<file path="src/design/cit_pkg.sv">
package cit_pkg;

  // Fixed field widths of the item ports
  localparam int unsigned OP_W     = 2;
  localparam int unsigned TID_W    = 16;
  localparam int unsigned STATE_W  = 2;
  localparam int unsigned STATUS_W = 2;
  localparam int unsigned LIVE_W   = 5;

  // Operation codes
  localparam logic [OP_W-1:0] OP_CREATE = 2'd0;
  localparam logic [OP_W-1:0] OP_REMOVE = 2'd1;
  localparam logic [OP_W-1:0] OP_SET    = 2'd2;

  // Status codes
  localparam logic [STATUS_W-1:0] STATUS_OK        = 2'd0;
  localparam logic [STATUS_W-1:0] STATUS_FULL      = 2'd1;
  localparam logic [STATUS_W-1:0] STATUS_NOT_FOUND = 2'd2;

  // Entry state written by create
  localparam logic [STATE_W-1:0] ENTRY_READY = 2'd0;

  typedef enum logic [1:0] {
    FSM_IDLE,
    FSM_RUN,
    FSM_DONE
  } fsm_t;

  typedef enum logic [1:0] {
    CELL_HOLD,
    CELL_WRITE,
    CELL_SET,
    CELL_SHIFT
  } cell_cmd_t;

  typedef struct packed {
    cell_cmd_t          cmd;
    logic [STATE_W-1:0] wr_state;
  } cell_ctrl_t;

endpackage

</file>
<file path="src/design/cit_cell.sv">
module cit_cell #(
  parameter int unsigned ID_WIDTH = 16,
  parameter int unsigned IDX_W    = 4,
  parameter int unsigned INDEX    = 0
) (
  input  logic                         clk,
  input  cit_pkg::cell_ctrl_t          ctrl,
  input  logic [IDX_W-1:0]             pos,
  input  logic [ID_WIDTH-1:0]          new_id,
  input  logic [ID_WIDTH-1:0]          key,
  input  logic                         key_ok,
  input  logic [ID_WIDTH-1:0]          nbr_id,
  input  logic [cit_pkg::STATE_W-1:0]  nbr_state,
  output logic [ID_WIDTH-1:0]          id,
  output logic [cit_pkg::STATE_W-1:0]  state,
  output logic                         match
);
  import cit_pkg::*;

  localparam logic [IDX_W-1:0] MY_POS = IDX_W'(INDEX);

  logic [ID_WIDTH-1:0] id_r;
  logic [STATE_W-1:0]  state_r;

  always_ff @(posedge clk) begin
    case (ctrl.cmd)
      CELL_WRITE: begin
        if (pos == MY_POS) begin
          id_r    <= new_id;
          state_r <= ENTRY_READY;
        end
      end
      CELL_SET: begin
        if (pos == MY_POS) begin
          state_r <= ctrl.wr_state;
        end
      end
      CELL_SHIFT: begin
        // cells at and above the removed slot take their upper neighbor
        if (MY_POS >= pos) begin
          id_r    <= nbr_id;
          state_r <= nbr_state;
        end
      end
      default: begin
      end
    endcase
  end

  assign id    = id_r;
  assign state = state_r;
  assign match = key_ok && (id_r == key);

endmodule

</file>
<file path="src/design/compacting_id_table.sv">
// Ordering: create and unused op go through RUN and DONE to the output register;
//   remove and set state stay in RUN while scanning slots up to a hit (all
//   live slots on a miss), then go through DONE to the output register.
// Items go one at a time; DONE waits until the output register is free, and the
//   next item is taken in the first cycle that the result sits in the output register.
// Reset: rst_n low clears live count to 0, id counter to 1, and the control.
module compacting_id_table #(
  parameter int unsigned MAX_ENTRIES = 16,
  parameter int unsigned ID_WIDTH    = 16
) (
  input  logic        clk,
  input  logic        rst_n,
  input  logic        in_valid,
  output logic        in_stall,
  input  logic [1:0]  in_op,
  input  logic [15:0] in_target_id,
  input  logic [1:0]  in_new_state,
  output logic        out_valid,
  input  logic        out_stall,
  output logic [1:0]  out_status,
  output logic [15:0] out_assigned_id,
  output logic [4:0]  out_live_count
);
  import cit_pkg::*;

  // Index of a cell, and a count that can also hold MAX_ENTRIES
  localparam int unsigned IDX_W = (MAX_ENTRIES > 1) ? $clog2(MAX_ENTRIES) : 1;
  localparam int unsigned CNT_W = $clog2(MAX_ENTRIES + 1);
  // Width for comparing the 16-bit target against stored identifiers
  localparam int unsigned CMP_W = (ID_WIDTH > TID_W) ? ID_WIDTH : TID_W;
  localparam int unsigned CL_W  = (CNT_W > LIVE_W) ? CNT_W : LIVE_W;
  localparam logic [CNT_W-1:0] FULL_CNT = CNT_W'(MAX_ENTRIES);

  // Control state
  fsm_t                state_r, state_nxt;
  logic [CNT_W-1:0]    count_r, count_nxt;
  logic [ID_WIDTH-1:0] ctr_r, ctr_nxt;
  logic [CNT_W-1:0]    scan_r, scan_nxt;
  logic                out_valid_r, out_valid_nxt;

  // Latched item
  logic [OP_W-1:0]     op_r;
  logic [ID_WIDTH-1:0] key_r;
  logic                key_ok_r;
  logic [STATE_W-1:0]  nstate_r;

  // Pending result and output register
  logic [STATUS_W-1:0] res_status_r, res_status_nxt;
  logic [TID_W-1:0]    res_id_r, res_id_nxt;
  logic [STATUS_W-1:0] out_status_r;
  logic [TID_W-1:0]    out_id_r;
  logic [LIVE_W-1:0]   out_count_r;

  // Target compare: target is zero-extended; bits above ID_WIDTH never match
  logic [CMP_W-1:0]    tgt_ext;
  logic [ID_WIDTH-1:0] key_in;
  logic                key_ok_in;
  logic [CMP_W-1:0]    ctr_ext;
  logic [CL_W-1:0]     cnt_ext;

  assign tgt_ext   = CMP_W'(in_target_id);
  assign key_in    = tgt_ext[ID_WIDTH-1:0];
  assign key_ok_in = ((tgt_ext >> ID_WIDTH) == '0);
  assign ctr_ext   = CMP_W'(ctr_r);
  assign cnt_ext   = CL_W'(count_r);

  logic in_acc, out_free, run_done;
  logic [IDX_W-1:0] scan_idx;

  assign in_acc   = in_valid && !in_stall;
  assign out_free = !out_valid_r || !out_stall;
  assign scan_idx = scan_r[IDX_W-1:0];

  // Row of cells: cell i shifts down from cell i+1, the top one reloads itself
  cell_ctrl_t          cell_ctrl;
  logic [IDX_W-1:0]    cell_pos;
  logic [ID_WIDTH-1:0] cell_id    [MAX_ENTRIES];
  logic [STATE_W-1:0]  cell_state [MAX_ENTRIES];
  logic [MAX_ENTRIES-1:0] cell_match;

  for (genvar gi = 0; gi < MAX_ENTRIES; gi++) begin : g_cell
    localparam int unsigned NB = (gi + 1 < MAX_ENTRIES) ? gi + 1 : gi;
    cit_cell #(
      .ID_WIDTH (ID_WIDTH),
      .IDX_W    (IDX_W),
      .INDEX    (gi)
    ) u_cell (
      .clk       (clk),
      .ctrl      (cell_ctrl),
      .pos       (cell_pos),
      .new_id    (ctr_r),
      .key       (key_r),
      .key_ok    (key_ok_r),
      .nbr_id    (cell_id[NB]),
      .nbr_state (cell_state[NB]),
      .id        (cell_id[gi]),
      .state     (cell_state[gi]),
      .match     (cell_match[gi])
    );
  end

  // Next state
  always_comb begin
    state_nxt = state_r;
    case (state_r)
      FSM_IDLE: if (in_valid) state_nxt = FSM_RUN;
      FSM_RUN:  if (run_done) state_nxt = FSM_DONE;
      FSM_DONE: if (out_free) state_nxt = FSM_IDLE;
      default:  state_nxt = FSM_IDLE;
    endcase
  end

  // Datapath control
  always_comb begin
    run_done       = 1'b0;
    cell_ctrl.cmd  = CELL_HOLD;
    cell_ctrl.wr_state = nstate_r;
    cell_pos       = scan_idx;
    count_nxt      = count_r;
    ctr_nxt        = ctr_r;
    scan_nxt       = scan_r;
    res_status_nxt = res_status_r;
    res_id_nxt     = res_id_r;
    case (state_r)
      FSM_IDLE: begin
        scan_nxt = '0;
      end
      FSM_RUN: begin
        res_status_nxt = STATUS_OK;
        res_id_nxt     = '0;
        case (op_r)
          OP_CREATE: begin
            run_done = 1'b1;
            if (count_r >= FULL_CNT) begin
              res_status_nxt = STATUS_FULL;
            end else begin
              cell_ctrl.cmd = CELL_WRITE;
              cell_pos      = count_r[IDX_W-1:0];
              res_id_nxt    = ctr_ext[TID_W-1:0];
              count_nxt     = count_r + CNT_W'(1);
              ctr_nxt       = ctr_r + ID_WIDTH'(1);
            end
          end
          OP_REMOVE, OP_SET: begin
            if (scan_r >= count_r) begin
              run_done       = 1'b1;
              res_status_nxt = STATUS_NOT_FOUND;
            end else if (cell_match[scan_idx]) begin
              run_done = 1'b1;
              if (op_r == OP_REMOVE) begin
                cell_ctrl.cmd = CELL_SHIFT;
                count_nxt     = count_r - CNT_W'(1);
              end else begin
                cell_ctrl.cmd = CELL_SET;
              end
            end else begin
              scan_nxt = scan_r + CNT_W'(1);
            end
          end
          default: run_done = 1'b1;
        endcase
      end
      default: begin
      end
    endcase
  end

  // Output register loads from the pending result
  always_comb begin
    out_valid_nxt = out_valid_r && out_stall;
    if (state_r == FSM_DONE && out_free) out_valid_nxt = 1'b1;
  end

  always_ff @(posedge clk) begin
    if (!rst_n) begin
      state_r     <= FSM_IDLE;
      count_r     <= '0;
      ctr_r       <= ID_WIDTH'(1);
      scan_r      <= '0;
      out_valid_r <= 1'b0;
    end else begin
      state_r     <= state_nxt;
      count_r     <= count_nxt;
      ctr_r       <= ctr_nxt;
      scan_r      <= scan_nxt;
      out_valid_r <= out_valid_nxt;
    end
  end

  always_ff @(posedge clk) begin
    if (in_acc) begin
      op_r     <= in_op;
      key_r    <= key_in;
      key_ok_r <= key_ok_in;
      nstate_r <= in_new_state;
    end
    res_status_r <= res_status_nxt;
    res_id_r     <= res_id_nxt;
    if (state_r == FSM_DONE && out_free) begin
      out_status_r <= res_status_r;
      out_id_r     <= res_id_r;
      out_count_r  <= cnt_ext[LIVE_W-1:0];
    end
  end

  assign in_stall        = (state_r != FSM_IDLE);
  assign out_valid       = out_valid_r;
  assign out_status      = out_status_r;
  assign out_assigned_id = out_id_r;
  assign out_live_count  = out_count_r;

  // Live count never passes the table size
  a_count_range: assert property (@(posedge clk) disable iff (!rst_n)
    count_r <= FULL_CNT)
    else $error("live count above table size");

  // Scan pointer never passes the live count while running
  a_scan_range: assert property (@(posedge clk) disable iff (!rst_n)
    state_r == FSM_RUN |-> scan_r <= count_r)
    else $error("scan pointer past live entries");

  // A create with room grows the table by one and advances the id counter
  a_create_grow: assert property (@(posedge clk) disable iff (!rst_n)
    (state_r == FSM_RUN && op_r == OP_CREATE && count_r < FULL_CNT)
    |=> (count_r == $past(count_r) + CNT_W'(1)) && (ctr_r == $past(ctr_r) + ID_WIDTH'(1)))
    else $error("create did not grow table");

  // A finished item reaches the output register right after DONE is left
  a_done_out: assert property (@(posedge clk) disable iff (!rst_n)
    (state_r == FSM_DONE && out_free) |=> out_valid_r)
    else $error("result not delivered");

endmodule
</file>
<file path="config.mk">
export PLATFORM = sky130hd
export DESIGN_NAME = compacting_id_table
export DESIGN_NICKNAME = d
export VERILOG_FILES = /design/src/design/cit_pkg.sv /design/src/design/cit_cell.sv /design/src/design/compacting_id_table.sv
export SDC_FILE = /design/constraint.sdc
export NUM_CORES = 1
export LEC_CHECK = 0
export ABC_AREA = 1
export BUFFER_PORTS_ARGS = -buffer_cell sky130_fd_sc_hd__clkbuf_2
export CAP_MARGIN = 20
export CORE_ASPECT_RATIO = 0.9
export CORE_MARGIN = 2
export CORE_UTILIZATION = 46
export DETAILED_ROUTE_END_ITERATION = 6
export PLACE_DENSITY_LB_ADDON = 0.05
export SLEW_MARGIN = 30
export SYNTH_ARGS = -nofsm -noshare
export SYNTH_HDL_FRONTEND = slang
export SYNTH_SLANG_ARGS = --single-unit
</file>
<file path="constraint.sdc">
create_clock -name clk -period 4.7 [get_ports clk]
set_clock_uncertainty 0.2 [all_clocks]
set_input_delay 0.235 -clock clk [delete_from_list [all_inputs] [get_ports clk]]
set_output_delay 0.235 -clock clk [all_outputs]
set_load 0.005 [all_outputs]
</file>
==> results_tabular.tex <==
\begin{tabular}{lr}
\hline
Metric & Value \\
\hline
\multicolumn{2}{l}{\textbf{STA}} \\
Setup repair after global routing missed its margin & false \\
Transition at the pin with the smallest max-transition slack & 737 ps \\
Count of final setup violators & 0 \\
Final worst-path cycle share & 84.7\% \\
Upper clock frequency limit & 0.251 GHz \\
Number of pins exceeding their max-slew limit in the final report & 0 \\
Clock period minus worst slack & 3980 ps \\
Total count of hold-check failures in the final report & 0 \\
Worst Setup Slack, final & 721 ps \\
Worst slew margin & 50.8\% \\
Post-Route Setup TNS & 0 ps \\
Worst hold slack after final layout & 195 ps \\
\multicolumn{2}{l}{\textbf{Synthesis}} \\
Count of distinct cell types in the synthesized netlist & 34 \\
Net count of the mapped netlist & 2136 \\
Cell types with the highest counts after synthesis & 744 x sky130\_fd\_sc\_hd\_\_nand2\_1, 315 x sky130\_fd\_sc\_hd\_\_edfxtp\_1, 237 x sky130\_fd\_sc\_hd\_\_inv\_1 \\
Synthesized instance count & 2098 \\
Share of the synthesized area in the top cell type & 52.5\% \\
Ys flop type & sky130\_fd\_sc\_hd\_\_edfxtp\_1 \\
Share of the yosys chip area belonging to registers & 55.7\% \\
Post-synthesis average cell area & 8.59 sq um \\
Count leader, synth & sky130\_fd\_sc\_hd\_\_nand2\_1 \\
Cell Area, Synth & 18000 sq um \\
\#FFs+latches synth & 344 \\
Fraction of registers with async set/reset & 0\% \\
Number of flops mapped to enable cells by yosys & 315 \\
Warnings from Yosys & 0 \\
Dominant cells by area after synthesis & sky130\_fd\_sc\_hd\_\_edfxtp\_1 52\%, sky130\_fd\_sc\_hd\_\_nand2\_1 15\%, sky130\_fd\_sc\_hd\_\_inv\_1 4.9\% \\
Largest area contributor in the synthesized netlist & sky130\_fd\_sc\_hd\_\_edfxtp\_1 \\
\multicolumn{2}{l}{\textbf{Setup path}} \\
Critical R2R Launch & key\_r[8] \\
Maximum fanout encountered on the critical timing path & 16 \\
Cell at the slowest stage of the critical path & sky130\_fd\_sc\_hd\_\_buf\_4 \\
Data arrival time of the critical path & 3980 ps \\
Count of cells along the worst register-to-register path & 20 \\
Type of element capturing the critical path & flop \\
Cell type with the highest occurrence count on the critical path & sky130\_fd\_sc\_hd\_\_nand2\_1 \\
Type of the worst setup path & reg -> reg \\
Cell family with most CP delay & simple AND/OR/NAND/NOR gates \\
Crit path buffers/inverters & 4 \\
Worst path max stage delay & 350 ps \\
Required arrival time at the worst endpoint & 4700 ps \\
Nature of the critical path startpoint & flop \\
Reg-to-reg critical path endpoint & g\_cell[8].u\_cell.id[13] \\
Cells traversed along the worst timing path & buf\_4 > inv\_2 > nand2\_1 > nand2\_1 > nor2\_1 > nand2\_1 > nor2\_1 > nand3\_1 > nand3\_1 > nand2\_1 > nand2\_1 > nand2\_1 > inv\_2 > nand3\_2 > nand2\_2 > nand2\_1 > nor2\_1 > nand2\_1 > nand2\_1 > buf\_4 \\
Register-to-register path setup slack & 720 ps \\
\multicolumn{2}{l}{\textbf{Outcome}} \\
Status & completed \\
\multicolumn{2}{l}{\textbf{Pwr}} \\
Power density over the cells & 331 nW/um\^{}2 \\
VDD IR-drop max & 0.000313 V \\
Static Leakage & 9.09 nW \\
\multicolumn{2}{l}{\textbf{Finish}} \\
Nets@finish & 2213 \\
Share of final-layout standard cells stronger than drive strength 1 & 9.53\% \\
\# diodes & 0 \\
Syn-to-layout area delta & 12.2\% \\
Post-layout instance count excluding filler cells & 2729 \\
Final design utilization & 52.6\% \\
\multicolumn{2}{l}{\textbf{Route}} \\
Wire length after detailed routing & 54.2 mm \\
Remaining antenna violation count & 0 \\
Vias & 14318 \\
Starting DRC count in detailed routing & 1488 \\
Post-DR wirelength/cell & 19.9 um \\
Number of iterations in the first detailed-routing pass & 6 \\
Avg Vias per Cell & 5.25 \\
Drc violations & 0 \\
\multicolumn{2}{l}{\textbf{Clock tree}} \\
TritonCTS buffer count & 39 \\
Clock edge transition at the registers on the reported setup and hold paths & 60 ps \\
Clock tree root driver cell & sky130\_fd\_sc\_hd\_\_clkbuf\_16 \\
TritonCTS clock tree & yes \\
Clock latency on the worst-skew pair & 550 ps \\
Worst-case clock buffer depth & 3 \\
Sinks on Clock Net & 344 \\
H-Tree Depth & 2 \\
PostCTS Resize Cnt & 0 \\
\multicolumn{2}{l}{\textbf{Floorplanning}} \\
Die H & 192 um \\
Width of the die & 213 um \\
Full die area & 40800 sq um \\
Placeable core area & 38500 sq um \\
Top-level I/O count & 49 \\
Starting density of the core & 46.9\% \\
Row Count & 68 \\
\multicolumn{2}{l}{\textbf{Place}} \\
DPL Wire Length & 37.9 mm \\
Final RePlAce weighted congestion & 0.920 \\
Dpl ws & 814 ps \\
Number of I/O port buffers & 46 \\
Number of cells after detailed placement & 2638 \\
\multicolumn{2}{l}{\textbf{GRT}} \\
Number of antenna violations at the first check in global routing & 0 \\
Pin count of the biggest net entering global routing & 65 \\
Number of global-route vias before repair & 13266 \\
Total grt overflow & 0 \\
Overall fraction of global-route tracks in use & 27.2\% \\
Global-route wire length before repair & 81.6 mm \\
\multicolumn{2}{l}{\textbf{Worst hold path}} \\
Hold path startpoint & in\_target\_id[7] \\
Path category of the worst min-delay check & in -> reg \\
Hold-critical path depth & 2 \\
Endpoint of the worst hold-timing path & key\_r[7] \\
\multicolumn{2}{l}{\textbf{Run}} \\
MaxCap Viol Count & 0 \\
\hline
\end{tabular}
cell type report:
type                    instances  area, sq um
multi-input cells            1406         6400
flip-flops and latches        344        10000
repair buffers                130          976
clock inverters                21          146
clock buffers                  49         1040
well taps                     525          657
inverters                     254          953
fillers                      3655        18200
worst max-delay path by stage:
stage	from	end	slack, ps	depth (start not counted)
floorplan	state_r[1]	g_cell[1].u_cell.id[0]	790	10
global placement	key_r[11]	g_cell[12].u_cell.id[13]	840	16
detailed placement	key_r[11]	g_cell[14].u_cell.id[1]	810	16
CTS	key_r[11]	g_cell[14].u_cell.id[1]	780	16
global route	key_r[8]	g_cell[5].u_cell.id[14]	470	19
finish	key_r[8]	g_cell[8].u_cell.id[13]	720	20
routing by layer:
metal	track usage [%]	vias to the layer above	wire length, um
met5	0	-	0
met4	9.14	0	1770
met3	5.00	78	4420
met2	38.2	474	22300
met1	41.9	6861	25700
li1	-	6905	-
power breakdown:
part           switching (mW)  total [mW]  internal, mW
sequential             0.0271        3.36          3.33
combinational           0.268       0.387         0.120
clock                    1.27        2.95          1.68
total                    1.56        6.69          5.13
cells by family after synthesis:
group / count (synthesis) / share of synthesized area (%)
compound gates: 274 / 7.75
fa+ha+maj: 14 / 1.01
buf+inv: 348 / 9.00
simple gates: 1045 / 23.0
flops: 344 / 55.7
xor+xnor: 73 / 3.55
registers in the layout (all words and copies together), names as in the netlist:
register / count
cnt_ext: 5
key_r: 16
res_id_r: 16
ctr_ext: 16
op_r: 2
g_cell.u_cell.id: 256
res_status_r: 2
out_assigned_id: 16
out_valid: 1
out_live_count: 5
out_status: 2
state_r: 2
scan_r: 5
cell usage in the layout (no fill, tap or decap), drive strengths merged:
cell type / synthesis / routed
nor3: 16 / 16
nor4: 2 / 2
dfxtp: 29 / 29
clkbuf: 9 / 95
o211ai: 4 / 4
ha: 13 / 13
nand2: 758 / 758
o22ai: 1 / 1
o31ai: 1 / 1
buf: 85 / 63
nor2: 199 / 199
a21oi: 41 / 41
fa: 1 / 1
o21ai: 223 / 223
o21a: 3 / 3
bufinv: 0 / 2
xor2: 56 / 56
edfxtp: 315 / 315
nand3: 45 / 45
a31oi: 1 / 1
clkinv: 1 / 19
nand4: 22 / 22
or2: 3 / 3
inv: 253 / 254
dlygate4sd3: 0 / 21
xnor2: 17 / 17
through the flow:
| stage | power [mW] | cell area (sq um) |
|---|---|---|
| detailed placement | 3.79 | 18800 |
| finish | 6.69 | 20200 |
| global placement | 3.79 | 18800 |
| CTS | 6.72 | 20200 |
| floorplan | 3.67 | 18000 |
| global route | 6.88 | 20200 |
worst reg2reg max path: cells and delay by family (launching register included):
family / cells / cell delay [ps]
simple gates: 16 / 2140
flops: 1 / 320
buf+inv: 4 / 920
repair_timing:
item	4_1_cts	5_1_grt
hold buffers	21	0
setup buffers	0	0
endpoints found under the hold margin	35	0
Note: power is estimated with default switching activity, not from simulation.
